$ cat src/rtl/rtc_ram.sv
// Simple dual-port synchronous RAM with registered read data.
module rtc_ram #(
	parameter int WIDTH = 8,
	parameter int DEPTH = 64
) (
	input  logic                     clk,
	input  logic                     we,
	input  logic [$clog2(DEPTH)-1:0] wa,
	input  logic [WIDTH-1:0]         wd,
	input  logic [$clog2(DEPTH)-1:0] ra,
	output logic [WIDTH-1:0]         rd
);

	logic [WIDTH-1:0] mem [DEPTH];

	always_ff @(posedge clk) begin
		if (we) begin
			mem[wa] <= wd;
		end
	end

	always_ff @(posedge clk) begin
		rd <= mem[ra];
	end

endmodule

$ cat config.mk
export PLATFORM = sky130hd
export DESIGN_NAME = rtc_ram
export DESIGN_NICKNAME = d
export VERILOG_FILES = /design/src/rtl/rtc_ram.sv
export SDC_FILE = /design/constraint.sdc
export NUM_CORES = 1
export LEC_CHECK = 0
export CAP_MARGIN = 20
export CORE_UTILIZATION = 49
export CTS_CLUSTER_DIAMETER = 200
export CTS_CLUSTER_SIZE = 25
export DETAILED_ROUTE_END_ITERATION = 10
export DONT_BUFFER_PORTS = 1
export HOLD_SLACK_MARGIN = 0.06
export PLACE_DENSITY = 0.66
export SYNTH_ARGS = -nofsm -noshare
export SYNTH_HDL_FRONTEND = slang
export SYNTH_SLANG_ARGS = --single-unit
$ cat constraint.sdc
create_clock -name clk -period 2.07 [get_ports clk]
set_input_delay 0.5175 -clock clk [delete_from_list [all_inputs] [get_ports clk]]
set_output_delay 0.5175 -clock clk [all_outputs]
set_load 0.01 [all_outputs]
==> key figures, run 1 <==
GRT
  – Gr ovfl total: 0
  – Initial antenna violation count: 0
  – Vias in the first global route: 9517
  – Largest net degree at the start of global routing: 138
  – First-pass GRT wire length: 64100 um
  – GRT Util Overall: 0.215

Yosys
  – Post-synthesis mux area share: 0.159
  – Adder-cell share of the synthesized area: 0
  – Post-synthesis cell count: 940
  – Register area share after synthesis: 0.770
  – Synth warn: 0
  – Post-synthesis cell area: 20200 sq um
  – Synth Area in Compound Gates: 0.0207
  – Netlist cell types: 40
  – Post-synthesis simple-gate area fraction: 0.0339
  – Main synth FF type: edfxtp_1
  – Main combinational cell family by area after synthesis: multiplexers
  – Syn_nets: 962
  – EDFF count, synth: 512
  – Average instance area after synthesis: 21.5 sq um
  – Synthesized flop and latch total: 520
  – XOR/XNOR share of the synthesized area: 0
  – Async SR Flop Fraction: 0

STA
  – RSZ-0062 raised after global routing: false
  – Rel. slew slack: 0.355
  – # setup viols final: 0
  – Fmax: 519 MHz
  – Fin crit period: 1930 ps
  – Final Max Slew Viols: 0
  – Final clock skew: 15.3 ps
  – Period Utilization, post-route: 0.931
  – WHS: 85.0 ps
  – Tightest Pin Transition: 964 ps
  – Final Hold Viols: 0

Critical path
  – CP max stage delay: 510 ps
  – CP top delay family: multiplexers
  – Capturing element type of the critical path: flip-flop
  – Startpoint Class: flip-flop
  – Setup Crit Path Kind: reg2reg
  – Critical Path RT: 2500 ps
  – Critical-path top delay cell: mux4_2
  – CP most frequent cell: mux4_2
  – CP Buf/Inv Count: 0
  – Critical path fanouts, max: 1
  – Crit-path cells: mux4_2 -> mux4_2 -> o21ai_1 -> o41ai_1
  – WP data arrival: 2360 ps

Power
  – Leak pwr: 0.00690 uW
  – Worst VDD drop: 0.650 mV
  – Pwr per Cell Area: 805 nW/um^2

Floorplan
  – DIE WIDTH: 205 um
  – DIE AREA: 42000 sq um
  – Initial Util: 0.502
  – CORE AREA: 40200 sq um
  – Row cnt: 73
  – # IOs: 30
  – Die height: 205 um

Cells and area
  – Area growth from synthesis to layout: 10.0%
  – Fin cells: 1566
  – Inserted Diodes: 0
  – Design Area, Final: 22200 sq um
  – Multi-input logic area: 4320 sq um
  – # nets final: 1046
  – FILL cells: 3048
  – Layout cells sized above 1: 0.257
  – Register area: 15500 sq um

Clock tree
  – Maximum root-to-sink buffer count: 3
  – Root Buffer: clkbuf_16
  – H-tree depth: 1
  – Clk Latency, worst-skew pair: 570 ps
  – Clk pin slew, worst setup/hold paths: 100 ps
  – Post-CTS Setup Inserts: 0
  – Num CTS Buffers: 24
  – CTS Sinks: 520
  – TritonCTS clock tree: done

Detailed routing
  – WL/cell: 27.9 um
  – DR WL met3: 2570 um
  – Via density: 6.05
  – First-iteration detailed-routing DRC count: 894
  – WL final: 43800 um
  – Antenna-violating nets left: 0
  – Highest routed layer: met4
  – DRC: 0
  – Via count: 9468
  – TritonRoute pass-1 iters: 5
  – Met1 wire length: 19200 um
  – Routed wl met2: 20600 um

Placed design
  – Placed insts: 1506
  – DP HPWL: 24700 um
  – Routability Congestion: 0.781
  – Count of buffers from port buffering: 0
  – Placed inst area: 21200 sq um

Status
  – Status: completed

Worst hold path
  – Hold/Removal Path Class: in2reg

Run
  – Maxcap violations: 0
==> placed cells by master, fill, tap and decap left out, types with 7 or more instances in the layout <==
cell           instances
edfxtp_1             512
mux4_2               126
buf_4                 92
nor2_1                83
clkbuf_16             25
mux2i_1               23
nand2_1               19
clkbuf_1              17
nor2b_1               14
mux2_2                13
nand3_1               13
dlygate4sd3_1          9
o221ai_1               8
o22ai_1                8
dfxtp_1                8
nand2b_1               7
==> stage by stage <==
stage	setup TNS, ps	worst slack, ps	power, uW	utilization
after global routing	0	83.7	18400	0.552
after detailed placement	-296	-144	12600	0.527
after floorplan	0	2.10	12500	-
after CTS	0	40.3	18000	0.552
after global placement	-337	-84.1	12500	0.527
final	0	142	17900	0.552
==> power by group <==
part / total (uW) / internal [uW] / switching, uW
Combinational: 857 / 424 / 433
Sequential: 11700 / 11600 / 51.4
Clock: 5330 / 2290 / 3040
==> layer usage <==
layer	track usage	up-vias
li1	-	4068
met1	0.317	5027
met2	0.338	307
met3	0.0277	66
met4	0.0653	0
met5	0	-
==> worst paths after layout <==
check,cells after the start,startpoint,to,slack (ps)
setup / recovery,4,mem[50][5]$_DFFE_PP_,rd[5]$_DFF_P_,140
setup reg to reg,4,mem[50][5]$_DFFE_PP_,rd[5]$_DFF_P_,140
hold / removal,1,ra[5],rd[4]$_DFF_P_,80
hold reg to reg,3,mem[31][6]$_DFFE_PP_,rd[6]$_DFF_P_,830
==> state kept, by name, indices dropped and copies added, names as in the netlist <==
name	flops
mem	512
rd	8
==> worst register-to-register path, delay by kind of cell (launching register included) <==
family             cells  cell delay [ps]
muxes                  2             1010
DFF                    1              370
AOI/OAI and AO/OA      2              420
==> cell families (layout without fill, tap and decap cells) <==
kind of cell	count (synthesis)	in the layout
multiplexers	162	162
AND/OR/NAND/NOR	153	153
AO/OA/AOI/OAI	54	54
flip-flops	520	520
buffers and inverters	51	152
==> what timing repair did <==
action | in CTS | in global routing
hold buffers | 17 | 0
gates resized for setup | 0 | 1
hold endpoints to repair | 412 | 0
setup endpoints to repair | 0 | 1
==> layout make-up <==
type	instances	share of cell area
Clock buffer	42	0.0311
Clock inverter	1	0.000338
Multi-Input combinational cell	369	0.195
Sequential cell	520	0.700
Tap cell	525	0.0296
Timing Repair Buffer	109	0.0441
==> cells in the mapped netlist (11+ instances only) <==
master	instances	share of area
buf_2	11	0.0027
nand2_1	19	0.0035
mux4_2	126	0.14
mux2_2	13	0.0073
nor2b_1	14	0.0043
edfxtp_1	512	0.76
buf_4	13	0.0048
nand3_1	13	0.0032
nor2_1	83	0.015
clkbuf_1	17	0.0032
mux2i_1	23	0.011
Note: power is estimated with default switching activity, not from simulation.
==> inputs of run 2 (changes only) <==
Settings changed: CORE_UTILIZATION 49 to 34, GPL_TIMING_DRIVEN from default to 0, PLACE_DENSITY 0.66 to default.
==> run 2 against run 1 <==
Effect of this change:
- die area grew 44%
- cell count increased by 13%
- via count is 1.3% higher
- clock power up 2%
- non-clock buffer count down 41
- sequential power is essentially flat
- core utilization fell by 16 points
- wire length grew 11%
- critical path depth is 1 higher
- combinational power rose by 49%
- sequential share of layout area decreased by 1.4 points
- the flow now finishes with violations (negative setup slack)
==> key figures, run 2 (synthesis results as in run 1) <==
Run
  – Maxcap violations: 0 (unchanged)

Floorplan
  – DIE AREA: 60300 sq um (was 42000 sq um)
  – Initial Util: 0.347 (was 0.502)
  – Row cnt: 88 (was 73)
  – CORE AREA: 58100 sq um (was 40200 sq um)
  – Die height: 246 um (was 205 um)
  – DIE WIDTH: 246 um (was 205 um)
  – # IOs: 30 (unchanged)

Detailed routing
  – Via density: 5.43 (was 6.05)
  – Antenna-violating nets left: 0 (unchanged)
  – WL/cell: 27.5 um (was 27.9 um)
  – DRC: 0 (unchanged)
  – WL final: 48600 um (was 43800 um)
  – First-iteration detailed-routing DRC count: 1124 (was 894)
  – Via count: 9592 (was 9468)
  – TritonRoute pass-1 iters: 7 (was 5)

STA
  – Fmax: 456 MHz (was 519 MHz)
  – Rel. slew slack: 0.359 (was 0.355)
  – Period Utilization, post-route: 1.06 (was 0.931)
  – Tightest Pin Transition: 958 ps (was 964 ps)
  – Final Hold Viols: 0 (unchanged)
  – Final clock skew: 8.56 ps (was 15.3 ps)
  – Setup tns final: -4180 ps (was 0 ps)
  – Final Max Slew Viols: 0 (unchanged)
  – # setup viols final: 125 (was 0)
  – Final worst slack: -125 ps (was 142 ps)
  – RSZ-0062 raised after global routing: true (was false)
  – Fin crit period: 2200 ps (was 1930 ps)

Cells and area
  – Register area: 15500 sq um (unchanged)
  – FILL cells: 5204 (was 3048)
  – Layout cells sized above 1: 0.304 (was 0.257)
  – Largest register by flop count: mem (unchanged)
  – Area growth from synthesis to layout: 12.2% (was 10.0%)
  – Largest registers: mem: 512 flops, rd: 8 flops (unchanged)
  – Commonest cells after routing, fill and taps aside: edfxtp_1 (512), mux4_2 (126), nor2_2 (49) (was edfxtp_1 (512), mux4_2 (126), buf_4 (92))
  – Commonest non-fill, non-tap cell in the layout: edfxtp_1 (unchanged)
  – Max reg flops: 512 (unchanged)
  – Fin cells: 1766 (was 1566)
  – Multi-input logic area: 4700 sq um (was 4320 sq um)
  – Inserted Diodes: 0 (unchanged)
  – # nets final: 1005 (was 1046)

Placed design
  – Routability Congestion: 0.890 (was 0.781)
  – DP HPWL: 30500 um (was 24700 um)
  – Placed insts: 1707 (was 1506)
  – Count of buffers from port buffering: 0 (unchanged)

Power
  – Worst VDD drop: 0.539 mV (was 0.650 mV)
  – Total power: 18400 uW (was 17900 uW)
  – Pwr per Cell Area: 813 nW/um^2 (was 805 nW/um^2)
  – Leak pwr: 0.00670 uW (was 0.00690 uW)

GRT
  – Largest net degree at the start of global routing: 65 (was 138)
  – Vias in the first global route: 9659 (was 9517)
  – First-pass GRT wire length: 69800 um (was 64100 um)
  – Initial antenna violation count: 2 (was 0)
  – GRT Util Overall: 0.163 (was 0.215)
  – Gr ovfl total: 0 (unchanged)

Critical path
  – Capturing element type of the critical path: flip-flop (unchanged)
  – Setup Crit Path Kind: in2reg (was reg2reg)
  – Startpoint Class: primary input (was flip-flop)
  – Critical Path RT: 2360 ps (was 2500 ps)
  – WP data arrival: 2490 ps (was 2360 ps)
  – Critical path fanouts, max: 7 (was 1)

Clock tree
  – TritonCTS clock tree: done (unchanged)
  – Clk Latency, worst-skew pair: 570 ps (about the same)
  – H-tree depth: 1 (unchanged)
  – CTS Sinks: 520 (unchanged)
  – Num CTS Buffers: 24 (unchanged)
  – Root Buffer: clkbuf_16 (unchanged)
  – Maximum root-to-sink buffer count: 3 (unchanged)
  – Clk pin slew, worst setup/hold paths: 90 ps (was 100 ps)

Worst hold path
  – Hold/Removal Path Class: in2reg (unchanged)

Status
  – Failing checks: negative setup slack
  – Status: finished with violations (was completed)
==> run 2: cell types whose count changed in the layout (fill, tap and decap cells not counted), sizes merged <==
| cell | delta |
|---|---|
| clkbuf | +20 |
| clkdlybuf4s15 | +1 |
| buf | -56 |
| dlygate4sd3 | -5 |
==> run 2: per-layer routing <==
metal | global-route usage | wire length (um) | vias to the layer above
met1 | 0.226 | 20200 | 5128
met2 | 0.260 | 22800 | 402
li1 | - | - | 3994
met4 | 0.0316 | 1130 | 0
met5 | 0 | 0 | -
met3 | 0.0445 | 4460 | 68
==> run 2: critical path, stage by stage <==
cell,delay (ps)
clkbuf_1,250
nor2b_1,440
nand4b_1,260
nor3_1,730
buf_4,270
==> run 2: report_power, final <==
group | switching, uW | internal (uW) | leakage, uW | total [uW]
Sequential | 32.2 | 11600 | 0.00467 | 11700
Combinational | 787 | 494 | 0.00170 | 1280
Clock | 3150 | 2300 | 0.000329 | 5450
==> run 2: layout make-up <==
class	instances	share of cell area
buffer	51	0.0192
clock buffer	43	0.0306
multi-input combinational	369	0.208
tap	765	0.0423
clock inverter	1	0.000332
timing repair buffer	17	0.0134
sequential	520	0.686
==> run 2: metrics by stage <==
step | hold slack (ps) | util | setup WS (ps) | area (sq um)
3_5_place_dp | 624 | 0.364 | -1310 | 21200
6_report | 110 | 0.389 | -125 | 22600
2_1_floorplan | 616 | - | 2.10 | 20200
5_1_grt | 89.5 | 0.389 | -184 | 22600
3_3_place_gp | 624 | 0.364 | -1350 | 21200
4_1_cts | 89.1 | 0.385 | -238 | 22400
==> run 2: path summary, 6_finish.rpt <==
path,from,slack [ps],cells past startpoint,end
max,wa[3],-130,5,mem[48][2]$_DFFE_PP_
min,ra[5],110,1,rd[3]$_DFF_P_
max reg2reg,mem[21][6]$_DFFE_PP_,-10,5,rd[6]$_DFF_P_
min reg2reg,mem[34][1]$_DFFE_PP_,970,4,rd[1]$_DFF_P_
==> run 2: timing repair <==
action	4_1_cts	5_1_grt
cloned	0	0
endpoints found under the hold margin	467	0
hold buffers	12	0
pin swaps	0	3
setup endpoints to repair	327	318
buffers inserted	0	2
gates resized for setup	80	54
